File: config.mk
export PLATFORM = sky130hd
export DESIGN_NAME = rgb_to_hsl_convert
export DESIGN_NICKNAME = d
export VERILOG_FILES = /design/src/sv/rgb2hsl_pkg.sv /design/src/sv/rgb2hsl_front.sv /design/src/sv/rgb2hsl_div.sv /design/src/sv/rgb_to_hsl_convert.sv
export SDC_FILE = /design/constraint.sdc
export NUM_CORES = 2
export LEC_CHECK = 0
export ABC_AREA = 1
export BUFFER_PORTS_ARGS = -buffer_cell sky130_fd_sc_hd__buf_2
export CAP_MARGIN = 20
export CORE_UTILIZATION = 30
export DETAILED_ROUTE_END_ITERATION = 7
export GPL_TIMING_DRIVEN = 0
export PLACE_DENSITY = 0.42
export SKIP_CTS_REPAIR_TIMING = 1
export SYNTH_ARGS = -nofsm -noshare
export SYNTH_HDL_FRONTEND = slang
export SYNTH_SLANG_ARGS = --single-unit
File: constraint.sdc
create_clock -name i_clk -period 7.7 [get_ports i_clk]
set_input_delay 0.385 -clock i_clk [delete_from_list [all_inputs] [get_ports i_clk]]
set_output_delay 0.385 -clock i_clk [all_outputs]
set_load 0.1 [all_outputs]
File: src/sv/rgb2hsl_pkg.sv
// Shared widths, constants and the front-end result type for the RGB to HSL converter.
package rgb2hsl_pkg;

    localparam int RGB_W  = 8;   // colour level width
    localparam int HUE_W  = 15;  // hue in degrees, 6 fraction bits
    localparam int PCT_W  = 13;  // percent, 6 fraction bits
    localparam int QUO_W  = 15;  // quotient bits produced by each divider
    localparam int HNUM_W = 24;  // hue dividend width
    localparam int SNUM_W = 22;  // saturation dividend width
    localparam int DEN_W  = 9;   // divisor width for both dividers

    localparam int FRONT_STAGES = 2;
    localparam int PIPE_DEPTH   = FRONT_STAGES + QUO_W + 1;

    // Hue dividend is 2 * 3840 * x + d, saturation dividend 2 * 6400 * d + span.
    localparam logic [12:0] HUE_NUM_SCALE = 13'd7680;
    localparam logic [13:0] SAT_NUM_SCALE = 14'd12800;

    localparam logic [HUE_W-1:0] HUE_FULL_TURN = 15'd23040;
    localparam logic [PCT_W-1:0] PCT_FULL      = 13'd6400;

    // Lightness is floor((6400 * sum + 255) / 510), done as a multiply by the
    // reciprocal ceil(2^32 / 510) = 8421505, folded into one constant product.
    localparam int          LIGHT_SHIFT = 32;
    localparam int          LIGHT_W     = 46;
    localparam logic [35:0] LIGHT_MUL   = 36'd53897632000;
    localparam logic [31:0] LIGHT_ADD   = 32'd2147483775;

    typedef struct packed {
        logic [HNUM_W-1:0] hue_num;
        logic [DEN_W-1:0]  hue_den;
        logic [SNUM_W-1:0] sat_num;
        logic [DEN_W-1:0]  sat_den;
        logic [PCT_W-1:0]  light;
    } t_front_out;

endpackage

File: src/sv/rgb2hsl_front.sv
// Front end: maximum and minimum search, lightness, and divider operand set-up.
module rgb2hsl_front
    import rgb2hsl_pkg::*;
(
    input  logic             i_clk,
    input  logic [1:0]       i_en,
    input  logic [RGB_W-1:0] i_red_level,
    input  logic [RGB_W-1:0] i_green_level,
    input  logic [RGB_W-1:0] i_blue_level,
    output t_front_out       o_front
);

    localparam logic [1:0] SEL_RED   = 2'd0;
    localparam logic [1:0] SEL_GREEN = 2'd1;
    localparam logic [1:0] SEL_BLUE  = 2'd2;

    // First stage: the maximum and which channel holds it, the minimum, and the matching difference.
    logic [RGB_W-1:0]        r_hi, r_lo, n_hi, n_lo;
    logic signed [RGB_W:0]   r_diff, n_diff;
    logic [1:0]              r_sel, n_sel;

    always_comb begin
        if (i_red_level >= i_green_level && i_red_level >= i_blue_level) begin
            n_sel  = SEL_RED;
            n_hi   = i_red_level;
            n_diff = $signed({1'b0, i_green_level}) - $signed({1'b0, i_blue_level});
        end else if (i_green_level >= i_blue_level) begin
            n_sel  = SEL_GREEN;
            n_hi   = i_green_level;
            n_diff = $signed({1'b0, i_blue_level}) - $signed({1'b0, i_red_level});
        end else begin
            n_sel  = SEL_BLUE;
            n_hi   = i_blue_level;
            n_diff = $signed({1'b0, i_red_level}) - $signed({1'b0, i_green_level});
        end
        n_lo = i_red_level;
        if (i_green_level < n_lo) begin
            n_lo = i_green_level;
        end
        if (i_blue_level < n_lo) begin
            n_lo = i_blue_level;
        end
    end

    always_ff @(posedge i_clk) begin
        if (i_en[0]) begin
            r_hi   <= n_hi;
            r_lo   <= n_lo;
            r_diff <= n_diff;
            r_sel  <= n_sel;
        end
    end

    // Second stage: delta, span, hue offset, lightness and the rounded operands.
    logic [RGB_W-1:0]    delta;
    logic [RGB_W:0]      sum;
    logic [RGB_W-1:0]    span;
    logic [10:0]         sector_d;
    logic signed [11:0]  hue_x_s;
    logic [10:0]         hue_x;
    logic [LIGHT_W-1:0]  light_prod;
    t_front_out          n_front, r_front;

    always_comb begin
        delta = r_hi - r_lo;
        sum   = {1'b0, r_hi} + {1'b0, r_lo};
        span  = (sum <= 9'd255) ? sum[RGB_W-1:0] : RGB_W'(9'd510 - sum);

        unique case (r_sel)
            SEL_RED:   sector_d = (r_diff < 0) ? (11'(delta) << 2) + (11'(delta) << 1)
                                               : 11'd0;
            SEL_GREEN: sector_d = 11'(delta) << 1;
            SEL_BLUE:  sector_d = 11'(delta) << 2;
            default:   sector_d = 11'd0;
        endcase
        hue_x_s = 12'(r_diff) + $signed({1'b0, sector_d});
        hue_x   = hue_x_s[10:0];

        light_prod = LIGHT_W'(sum) * LIGHT_W'(LIGHT_MUL) + LIGHT_W'(LIGHT_ADD);
        n_front.light = light_prod[LIGHT_SHIFT +: PCT_W];

        if (delta == '0) begin
            // Grey pixel: zero over one yields zero hue and saturation.
            n_front.hue_num = '0;
            n_front.hue_den = DEN_W'(1);
            n_front.sat_num = '0;
            n_front.sat_den = DEN_W'(1);
        end else begin
            n_front.hue_num = HNUM_W'(hue_x) * HNUM_W'(HUE_NUM_SCALE) + HNUM_W'(delta);
            n_front.hue_den = {delta, 1'b0};
            n_front.sat_num = SNUM_W'(delta) * SNUM_W'(SAT_NUM_SCALE) + SNUM_W'(span);
            n_front.sat_den = {span, 1'b0};
        end
    end

    always_ff @(posedge i_clk) begin
        if (i_en[1]) begin
            r_front <= n_front;
        end
    end

    assign o_front = r_front;

endmodule

File: src/sv/rgb2hsl_div.sv
// Pipelined restoring divider: one quotient bit per register stage.
module rgb2hsl_div #(
    parameter int NUM_W = 24,
    parameter int DEN_W = 9,
    parameter int QUO_W = 15
) (
    input  logic             i_clk,
    input  logic [QUO_W-1:0] i_en,
    input  logic [NUM_W-1:0] i_num,
    input  logic [DEN_W-1:0] i_den,
    output logic [QUO_W-1:0] o_quo
);

    // Partial remainders and divisors are only needed up to the last stage.
    logic [DEN_W-1:0] r_rem [QUO_W-1];
    logic [DEN_W-1:0] r_den [QUO_W-1];
    logic [QUO_W-1:0] r_nq  [QUO_W];

    logic [DEN_W-1:0] stg_rem [QUO_W];
    logic [DEN_W-1:0] stg_den [QUO_W];
    logic [QUO_W-1:0] stg_nq  [QUO_W];

    // The quotient fits in QUO_W bits, so the upper dividend bits start below the divisor.
    always_comb begin
        stg_rem[0] = DEN_W'(i_num >> QUO_W);
        stg_den[0] = i_den;
        stg_nq[0]  = i_num[QUO_W-1:0];
        for (int j = 1; j < QUO_W; j++) begin
            stg_rem[j] = r_rem[j-1];
            stg_den[j] = r_den[j-1];
            stg_nq[j]  = r_nq[j-1];
        end
    end

    for (genvar j = 0; j < QUO_W; j++) begin : g_stage
        logic [DEN_W:0] trial;
        logic           fits;

        assign trial = {stg_rem[j], stg_nq[j][QUO_W-1]};
        assign fits  = (trial >= {1'b0, stg_den[j]});

        always_ff @(posedge i_clk) begin
            if (i_en[j]) begin
                r_nq[j] <= {stg_nq[j][QUO_W-2:0], fits};
            end
        end

        if (j < QUO_W - 1) begin : g_carry
            always_ff @(posedge i_clk) begin
                if (i_en[j]) begin
                    r_rem[j] <= fits ? DEN_W'(trial - {1'b0, stg_den[j]}) : trial[DEN_W-1:0];
                    r_den[j] <= stg_den[j];
                end
            end
        end
    end

    assign o_quo = r_nq[QUO_W-1];

endmodule

File: src/sv/rgb_to_hsl_convert.sv
// RGB to HSL pixel converter, top level.
// The pipeline has two front-end stages, fifteen divider stages and one output stage.
// Throughput is one pixel per cycle while the output is not stalled; each stage
// advances when it is empty or the stage after it advances, so bubbles close up
// while the output is stalled.
// Synchronous active-low reset clears the valid bits only; data registers are not reset.
module rgb_to_hsl_convert
    import rgb2hsl_pkg::*;
(
    input  logic             i_clk,
    input  logic             i_rst_n,
    input  logic             i_valid,
    output logic             o_stall,
    input  logic [RGB_W-1:0] i_red_level,
    input  logic [RGB_W-1:0] i_green_level,
    input  logic [RGB_W-1:0] i_blue_level,
    output logic             o_valid,
    input  logic             i_stall,
    output logic [HUE_W-1:0] o_hue_angle,
    output logic [PCT_W-1:0] o_saturation_pct,
    output logic [PCT_W-1:0] o_lightness_pct
);

    logic [PIPE_DEPTH-1:0] r_vld, n_vld, stg_en;

    always_comb begin
        stg_en[PIPE_DEPTH-1] = !r_vld[PIPE_DEPTH-1] || !i_stall;
        for (int k = PIPE_DEPTH - 2; k >= 0; k--) begin
            stg_en[k] = !r_vld[k] || stg_en[k+1];
        end
        n_vld = r_vld;
        if (stg_en[0]) begin
            n_vld[0] = i_valid;
        end
        for (int k = 1; k < PIPE_DEPTH; k++) begin
            if (stg_en[k]) begin
                n_vld[k] = r_vld[k-1];
            end
        end
    end

    always_ff @(posedge i_clk) begin
        if (!i_rst_n) begin
            r_vld <= '0;
        end else begin
            r_vld <= n_vld;
        end
    end

    assign o_stall = !stg_en[0];
    assign o_valid = r_vld[PIPE_DEPTH-1];

    t_front_out front;

    rgb2hsl_front u_front (
        .i_clk         (i_clk),
        .i_en          (stg_en[1:0]),
        .i_red_level   (i_red_level),
        .i_green_level (i_green_level),
        .i_blue_level  (i_blue_level),
        .o_front       (front)
    );

    logic [QUO_W-1:0] hue_quo, sat_quo;

    rgb2hsl_div #(
        .NUM_W (HNUM_W),
        .DEN_W (DEN_W),
        .QUO_W (QUO_W)
    ) u_hue_div (
        .i_clk (i_clk),
        .i_en  (stg_en[FRONT_STAGES +: QUO_W]),
        .i_num (front.hue_num),
        .i_den (front.hue_den),
        .o_quo (hue_quo)
    );

    rgb2hsl_div #(
        .NUM_W (SNUM_W),
        .DEN_W (DEN_W),
        .QUO_W (QUO_W)
    ) u_sat_div (
        .i_clk (i_clk),
        .i_en  (stg_en[FRONT_STAGES +: QUO_W]),
        .i_num (front.sat_num),
        .i_den (front.sat_den),
        .o_quo (sat_quo)
    );

    // Lightness is ready after the front end and rides alongside the dividers.
    logic [PCT_W-1:0] r_light [QUO_W];

    always_ff @(posedge i_clk) begin
        for (int j = 0; j < QUO_W; j++) begin
            if (stg_en[FRONT_STAGES + j]) begin
                r_light[j] <= (j == 0) ? front.light : r_light[(j == 0) ? 0 : j - 1];
            end
        end
    end

    logic [HUE_W-1:0] hue_wrapped;

    assign hue_wrapped = (hue_quo >= HUE_FULL_TURN) ? hue_quo - HUE_FULL_TURN : hue_quo;

    logic [HUE_W-1:0] r_hue;
    logic [PCT_W-1:0] r_sat, r_light_out;

    always_ff @(posedge i_clk) begin
        if (stg_en[PIPE_DEPTH-1]) begin
            r_hue       <= hue_wrapped;
            r_sat       <= PCT_W'(sat_quo);
            r_light_out <= r_light[QUO_W-1];
        end
    end

    assign o_hue_angle      = r_hue;
    assign o_saturation_pct = r_sat;
    assign o_lightness_pct  = r_light_out;

    // A free-running output side must never hold off a new request.
    a_no_stall_when_drained: assert property (@(posedge i_clk) disable iff (!i_rst_n)
        !i_stall |-> !o_stall)
        else $error("input stalled although the output side is not stalled");

    // Stalling the input is only justified by a full first stage.
    a_stall_needs_full_stage: assert property (@(posedge i_clk) disable iff (!i_rst_n)
        o_stall |-> r_vld[0])
        else $error("input stalled with an empty first stage");

    a_hue_in_range: assert property (@(posedge i_clk) disable iff (!i_rst_n)
        o_valid |-> (o_hue_angle < HUE_FULL_TURN))
        else $error("hue not wrapped below a full turn");

    a_pct_in_range: assert property (@(posedge i_clk) disable iff (!i_rst_n)
        o_valid |-> (o_saturation_pct <= PCT_FULL) && (o_lightness_pct <= PCT_FULL))
        else $error("saturation or lightness above one hundred percent");

endmodule

Word level (Yosys, flattened, before mapping)
Memory sizes are Yosys's and may differ from the RTL's. A register that Yosys moved wholly into a read port is not among the register bits.
Index checks and enable logic that the tools add are counted.
{"block": "totals", "reg_bits": 137, "ramBits": 1149, "out_inout_bits": 43, "memories": 7, "wordCells": 231}
{"memory": "u_hue_div.r_nq", "words": 15, "width": 15, "read_ports": 15, "rd_ports_with_merged_regs": 0, "wr": 15, "line": "rgb2hsl_div.sv:17", "source": "logic [QUO_W-1:0] r_nq [QUO_W];"}
{"memory": "u_sat_div.r_nq", "words": 15, "width": 15, "read_ports": 15, "rd_ports_with_merged_regs": 1, "wr": 15, "line": "rgb2hsl_div.sv:17"}
{"memory": "r_light", "words": 15, "width": 13, "read_ports": 15, "rd_ports_with_merged_regs": 1, "wr": 15, "line": "rgb_to_hsl_convert.sv:91", "source": "logic [PCT_W-1:0] r_light [QUO_W];"}
{"memory": "u_hue_div.r_den", "words": 14, "width": 9, "read_ports": 14, "rd_ports_with_merged_regs": 0, "wr": 14, "line": "rgb2hsl_div.sv:16", "source": "logic [DEN_W-1:0] r_den [QUO_W-1];"}
{"memory": "u_hue_div.r_rem", "words": 14, "width": 9, "read_ports": 14, "rd_ports_with_merged_regs": 0, "wr": 14, "line": "rgb2hsl_div.sv:15", "source": "logic [DEN_W-1:0] r_rem [QUO_W-1];"}
{"memory": "u_sat_div.r_den", "words": 14, "width": 9, "read_ports": 14, "rd_ports_with_merged_regs": 0, "wr": 14, "line": "rgb2hsl_div.sv:16"}
{"memory": "+1 memories"}
{"block": "op_classes", "magnitude_cmp": 38, "addsub": 40, "n_mul": 3, "reduce_logical": 41, "n_mux": 70, "n_eq_ne": 2}
{"cell": "$ge 10x9->1", "n": 29}
{"cell": "$mux 9", "n": 30}
{"cell": "$sub 9x9->9", "n": 27}
{"cell": "$add 45x32->45 const B", "n": 1}
{"cell": "$mux 8", "n": 5}
{"cell": "$mul 9x28->37 const B", "n": 1}
{"cell": "$pmux 11 s3", "n": 1}
{"cell": "$mux 32", "n": 1}
{"cell": "$mux 1", "n": 30}
{"cell": "$sub 8x8->9", "n": 3}
{"cell": "$add 24x8->24", "n": 1}
{"cell": "$ge 8x8->1", "n": 3}
{"cell": "$add 22x8->22", "n": 1}
{"cell": "$logic_not 1->1", "n": 20}
{"cell": "$logic_or 1x1->1", "n": 18}
{"cell": "$lt 8x8->1", "n": 2}
{"cell": "$ge 15x15->1 const B", "n": 1}
{"cell": "$mul 11x4->15 const B", "n": 1}
{"cell": "$mux 15", "n": 1}
{"cell": "$sub 15x15->15 const B", "n": 1}
{"cell": "$mul 8x5->13 const B", "n": 1}
{"cell": "$add 10x9->11", "n": 1}
{"cell": "$add 9x11->11", "n": 1}
{"cell": "$mux 11", "n": 1}
{"cell": "13 further kinds", "n": 13}

Longest topological paths before layout
{"block": "depth", "depth_word": 20, "ltp_mapped": 38, "mapped_depth_nobuf": 38}

Hierarchy
Synthesis repeated with hierarchy kept, for this count alone.
{"block": "hier_totals", "cells_unflattened": 6357, "area_unflattened_um2": 66628.9}
{"mod": "rgb2hsl_div (u_hue_div)", "area_each_um2": 23900.4, "cells_per_inst": 2300, "seq_area_each_um2": 14323.7, "instances": 1}
{"mod": "rgb2hsl_div (u_sat_div)", "area_each_um2": 23846.6, "cells_per_inst": 2295, "seq_area_each_um2": 14323.7, "instances": 1}
{"mod": "rgb2hsl_front", "area_each_um2": 10904.2, "cells_per_inst": 1419, "seq_area_each_um2": 2432.3, "instances": 1}
{"mod": "rgb_to_hsl_convert", "area_each_um2": 7977.7, "cells_per_inst": 343, "seq_area_each_um2": 7447.1, "instances": 1}

Worst setup path after synthesis
OpenSTA, ideal clock, no wires.
{"block": "synth_path", "kind": "register -> register", "start": "reg r_vld[17]", "end": "mem r_light[0][0], enable pin", "arrival_time_ns": 6.984, "setup_ns": 0.640, "stages_incl_launch_ff": 16, "n_path_buf": 0, "period_less_slack_ns": 7.624, "path_slack_ns": 0.076, "path_cell_list": "dfxtp_1 -> nand2_2 -> nor2_4 -> nand2_4 -> nor2_4 -> nand2_4 -> nor2_4 -> nand2_4 -> nor2_4 -> nand2_4 -> nor2_4 -> nand2_4 -> nor2_8 -> nand3_4 -> nor2_8 -> nand2_1"}
{"element": "start: declaration", "line": "rgb_to_hsl_convert.sv:24", "source": "logic [PIPE_DEPTH-1:0] r_vld, n_vld, stg_en;"}
{"element": "start signal: assignment", "line": "rgb_to_hsl_convert.sv:46", "source": "r_vld <= n_vld;"}
{"element": "end: declaration", "line": "rgb_to_hsl_convert.sv:91"}

Final worst setup path
{"block": "layout_path", "start": "reg u_front.r_lo[0]", "end": "reg u_front.r_front (netlist bit u_front.o_front[76]) (data pin)"}
{"block": "layout_via", "elab_chain_cells": 7}
{"element": "start: declaration", "line": "rgb2hsl_front.sv:18", "source": "logic [RGB_W-1:0] r_hi, r_lo, n_hi, n_lo;"}
{"element": "start signal: assignment", "line": "rgb2hsl_front.sv:48", "source": "r_lo <= n_lo;"}
{"element": "$sub 8x8->8 *", "line": "rgb2hsl_front.sv:65", "source": "delta = r_hi - r_lo;"}
{"element": "via u_front.delta[0]", "line": "rgb2hsl_front.sv:55", "source": "logic [RGB_W-1:0] delta;"}
{"element": "$add 10x9->11", "line": "rgb2hsl_front.sv:70", "source": "SEL_RED: sector_d = (r_diff < 0) ? (11'(delta) << 2) + (11'(delta) << 1)"}
{"element": "$mux 11", "line": "rgb2hsl_front.sv:70"}
{"element": "$pmux 11 s3", "line": "rgb2hsl_front.sv:69", "source": "unique case (r_sel)"}
{"element": "$add 9x11->11", "line": "rgb2hsl_front.sv:76", "source": "hue_x_s = 12'(r_diff) + $signed({1'b0, sector_d});"}
{"element": "$mul 11x4->15", "line": "rgb2hsl_front.sv:89", "source": "n_front.hue_num = HNUM_W'(hue_x) * HNUM_W'(HUE_NUM_SCALE) + HNUM_W'(delta);"}
{"element": "$add 24x8->24", "line": "rgb2hsl_front.sv:89"}
{"element": "end signal: assignment", "line": "rgb2hsl_front.sv:98", "source": "r_front <= n_front;"}
{"element": "end: declaration", "line": "rgb2hsl_front.sv:62", "source": "t_front_out n_front, r_front;"}
Mark *: on every way through the listed nets, which the timed path passes. The rest lies on a longest branch.
A chain may end at the register's enable or synchronous reset.

==> results.tsv <==
stage	metric	value	unit
final_layout	cell area after layout	60250	sq um
detailed_routing	via density per instance	4.369	
synth	share of flip-flops with an asynchronous set or reset after synthesis	0	
min_path	number of instances on the worst hold path	3	
critical_path	maximum fanout along the worst path	8	
critical_path	data required time at the worst endpoint	8.14	ns
sta	final worst path period share	0.9081	
detailed_routing	number of detailed-routing iterations run before antenna repair	5	
final_layout	number of cells in the finished layout apart from fillers	7180	
synth	most instantiated cells after synthesis	1022 x sky130_fd_sc_hd__edfxtp_1, 671 x sky130_fd_sc_hd__inv_1, 572 x sky130_fd_sc_hd__nand2_1, 481 x sky130_fd_sc_hd__a21oi_1, 442 x sky130_fd_sc_hd__ha_1	
place	global placement routability congestion	0.8471	
clock_tree	number of buffers created by CTS	117	
final_layout	Inserted Diodes	0	
synth	post-synth top area share	0.5825	
final_layout	Final Net Count	5313	
min_path	origin of the worst min-delay path	i_blue_level[0]	
critical_path	R2R depth	26	
synth	total number of yosys warnings	0	
detailed_routing	routed wirelength normalized by instance count	14.79	microns
synth	flops & latches, synth	1040	
die	count of boundary I/O pins	71	
critical_path	crit path kind	reg2reg	
synth	Post-Synthesis Cells	4552	
final_layout	area delta synth->final	14.37	%
detailed_routing	via count	31368	
place	number of instances in the placed design	6959	
clock_tree	number of H-tree levels	3	
critical_path	WP data arrival	7.43	ns
die	die outline height	421.1	microns
place	Port Buffer Count	70	
clock_tree	Clock Tree Root	sky130_fd_sc_hd__clkbuf_16	
synth	top cell type by total area after synthesis	sky130_fd_sc_hd__edfxtp_1	
detailed_routing	Detailed Route WL	106.2	mm
global_routing	first-pass GRT wire length	170.4	mm
die	total number of placement rows	153	
sta	Clock Skews	0.07183	ns
die	chip width	421.1	microns
synth	number of library cell types mapped by synthesis	53	
global_routing	maximum number of pins on one net before global-route repair	76	
detailed_routing	violation count after the first detailed-route iteration	1409	
clock_tree	clock latency reported for the late side of the worst-skew pair	0.74	ns
synth	number of enable flip-flop cells after synthesis	1022	
run	count of maximum capacitance violations	0	
sta	setup repair after global routing missed its margin	false	
place	Final HPWL DP	80.62	mm
critical_path	register-to-register setup slack	0.71	ns
die	initial cell density of the core	0.3024	
run_status	outcome	complete, no violations	
synth	Avg Cell Area, Syn	11.57	sq um
detailed_routing	Post-DRT Antenna Nets	0	
sta	aggregate negative setup slack	0	ns
global_routing	number of global-route vias before repair	32870	
sta	shortest clock period the worst path allows after layout	6.992	ns
sta	Slew @ Worst Pin	0.9748	ns
synth	sequential element share of the synthesized area	0.5894	
final_layout	ratio of cells with drive above 1 in the final layout	0.06777	
die	area enclosed by the die boundary	177300	sq um
critical_path	launch point of the worst reg-to-reg path	u_front.r_lo[0]	
global_routing	number of antenna violations at the first check in global routing	0	
global_routing	Tot GR Track Use	0.1175	
clock_tree	buffers from clock root to sink, at most	3	
critical_path	worst flop-to-flop path endpoint	u_front.o_front[76]	
final_layout	layout filler cell count	17286	
synth	cell with the most instances after synthesis	sky130_fd_sc_hd__edfxtp_1	
synth	net count after synthesis	5106	
sta	Fin. Hold Viols	0	
clock_tree	CTS sink cnt	1040	
synth	predominant post-synthesis flop cell	sky130_fd_sc_hd__edfxtp_1	
min_path	capture endpoint of the worst hold path	u_front.r_lo[0]	
critical_path	Critical Path End Type	register	
place	worst setup slack after placement	-0.5325	ns
sta	Slew headroom	0.3462	
global_routing	overflow left after global routing	0	
die	Core Area	174200	sq um
clock_tree	clock-pin slew of the registers on the worst-case setup and hold paths	0.06	ns
clock_tree	CTS tree	built	
sta	highest clock frequency the design can meet	143.0	MHz
critical_path	Setup crit start kind	register	
detailed_routing	drt drc	0	
sta	Final WS setup	0.7076	ns
synth	cell area after technology mapping	52680	sq um
sta	number of pins with negative max-slew slack in the final report	0	
sta	final number of setup-violating endpoints	0	
place	Area after DPL	56200	sq um
min_path	path type of the worst min-delay path	in2reg	
synth	top cells by area, synth	sky130_fd_sc_hd__edfxtp_1 58%, sky130_fd_sc_hd__ha_1 10%, sky130_fd_sc_hd__inv_1 4.8%	
metal layers:
| layer | track usage | vias to the layer above | part of all wire |
|---|---|---|---|
| li1 | - | 16199 | - |
| met1 | 0.1307 | 14589 | 0.41 |
| met2 | 0.2245 | 413 | 0.53 |
| met3 | 0.01807 | 167 | 0.038 |
| met4 | 0.04030 | 0 | 0.025 |
| met5 | 0 | - | 0 |
stage by stage:
step / utilization / hold slack, ns
finish: 0.3459 / 0.05836
global route: 0.3459 / 0.03345
CTS: 0.3452 / -0.1589
detailed placement: 0.3226 / 0.4045
global placement: 0.3211 / 0.4014
floorplan: - / 0.4003
kinds of logic after synthesis:
logic type      count (synthesis)  synth area share
mux                             1         0.0002137
simple gates                 1196           0.09393
buf+inv                       719           0.05187
flops                        1040            0.5894
xor+xnor                      243           0.04054
fa+ha+maj                     526            0.1369
compound gates                827           0.08718
worst max-delay path by stage:
stage,to,from,depth (start not counted)
after floorplan,r_light[0][0],r_vld[17],15
after global placement,u_hue_div.r_den[0][7],i_stall,16
after detailed placement,o_stall,i_stall,18
after CTS,o_stall,r_vld[17],17
after global routing,u_front.o_front[76],u_front.r_hi[0],34
final,u_front.o_front[76],u_front.r_lo[0],26
flip-flops by register name, summed over array words and instances, names as in the netlist:
register,cells
r_light,195
u_hue_div.r_nq,155
u_hue_div.r_rem,126
u_sat_div.r_rem,126
u_sat_div.r_nq,125
u_hue_div.r_den,96
u_sat_div.r_den,77
u_front.o_front,54
r_vld,18
o_hue_angle,15
o_lightness_pct,13
o_saturation_pct,13
u_front.r_diff,9
u_front.r_hi,8
u_front.r_lo,8
u_front.r_sel,2
cells in the final DEF, fill, tap and decap left out, types with 33 or more instances in the layout:
master	n
sky130_fd_sc_hd__a21o_1	34
sky130_fd_sc_hd__a21oi_1	481
sky130_fd_sc_hd__buf_2	77
sky130_fd_sc_hd__clkbuf_1	48
sky130_fd_sc_hd__clkbuf_16	118
sky130_fd_sc_hd__edfxtp_1	1022
sky130_fd_sc_hd__fa_1	84
sky130_fd_sc_hd__ha_1	442
sky130_fd_sc_hd__inv_1	664
sky130_fd_sc_hd__nand2_1	569
sky130_fd_sc_hd__nand3_1	101
sky130_fd_sc_hd__nor2_1	411
sky130_fd_sc_hd__nor3_1	55
sky130_fd_sc_hd__o211ai_1	33
sky130_fd_sc_hd__o21ai_0	178
sky130_fd_sc_hd__xnor2_1	116
sky130_fd_sc_hd__xor2_1	124
cell type report:
class,instances,area [sq um],share of cell area
flip-flops and latches,1040,31050,0.5153
plain buffers,45,202.7,0.003364
repair buffers,85,623.1,0.01034
clock inverters,75,862.1,0.01431
inverters,674,2532,0.04203
clock buffers,140,3065,0.05088
multi-input cells,2796,19010,0.3155
well taps,2325,2909,0.04828
worst max-delay path, cell delays in order (launching register included):
cell                       delay, ns
sky130_fd_sc_hd__edfxtp_1       0.42
sky130_fd_sc_hd__ha_1           0.72
sky130_fd_sc_hd__inv_1          0.44
sky130_fd_sc_hd__ha_1           0.38
sky130_fd_sc_hd__fa_1           0.53
sky130_fd_sc_hd__nand2_1        0.10
sky130_fd_sc_hd__o221ai_1       0.11
sky130_fd_sc_hd__ha_1           0.36
sky130_fd_sc_hd__nand3_1        0.08
sky130_fd_sc_hd__nand2_1        0.14
sky130_fd_sc_hd__a21oi_1        0.08
sky130_fd_sc_hd__o21ai_0        0.19
sky130_fd_sc_hd__xor2_1         0.40
sky130_fd_sc_hd__inv_1          0.15
sky130_fd_sc_hd__fa_1           0.56
sky130_fd_sc_hd__inv_1          0.06
sky130_fd_sc_hd__fa_1           0.49
sky130_fd_sc_hd__inv_1          0.04
sky130_fd_sc_hd__ha_1           0.36
sky130_fd_sc_hd__a21oi_1        0.19
sky130_fd_sc_hd__o21ai_0        0.08
sky130_fd_sc_hd__a21oi_1        0.19
sky130_fd_sc_hd__o21ai_0        0.16
sky130_fd_sc_hd__a21oi_1        0.15
sky130_fd_sc_hd__o21bai_1       0.08
sky130_fd_sc_hd__o21ai_0        0.17
sky130_fd_sc_hd__inv_1          0.06
Power is left out: the tool's default activity adds up to more than one toggle a clock period on the data nets, which glitch-free logic cannot reach.
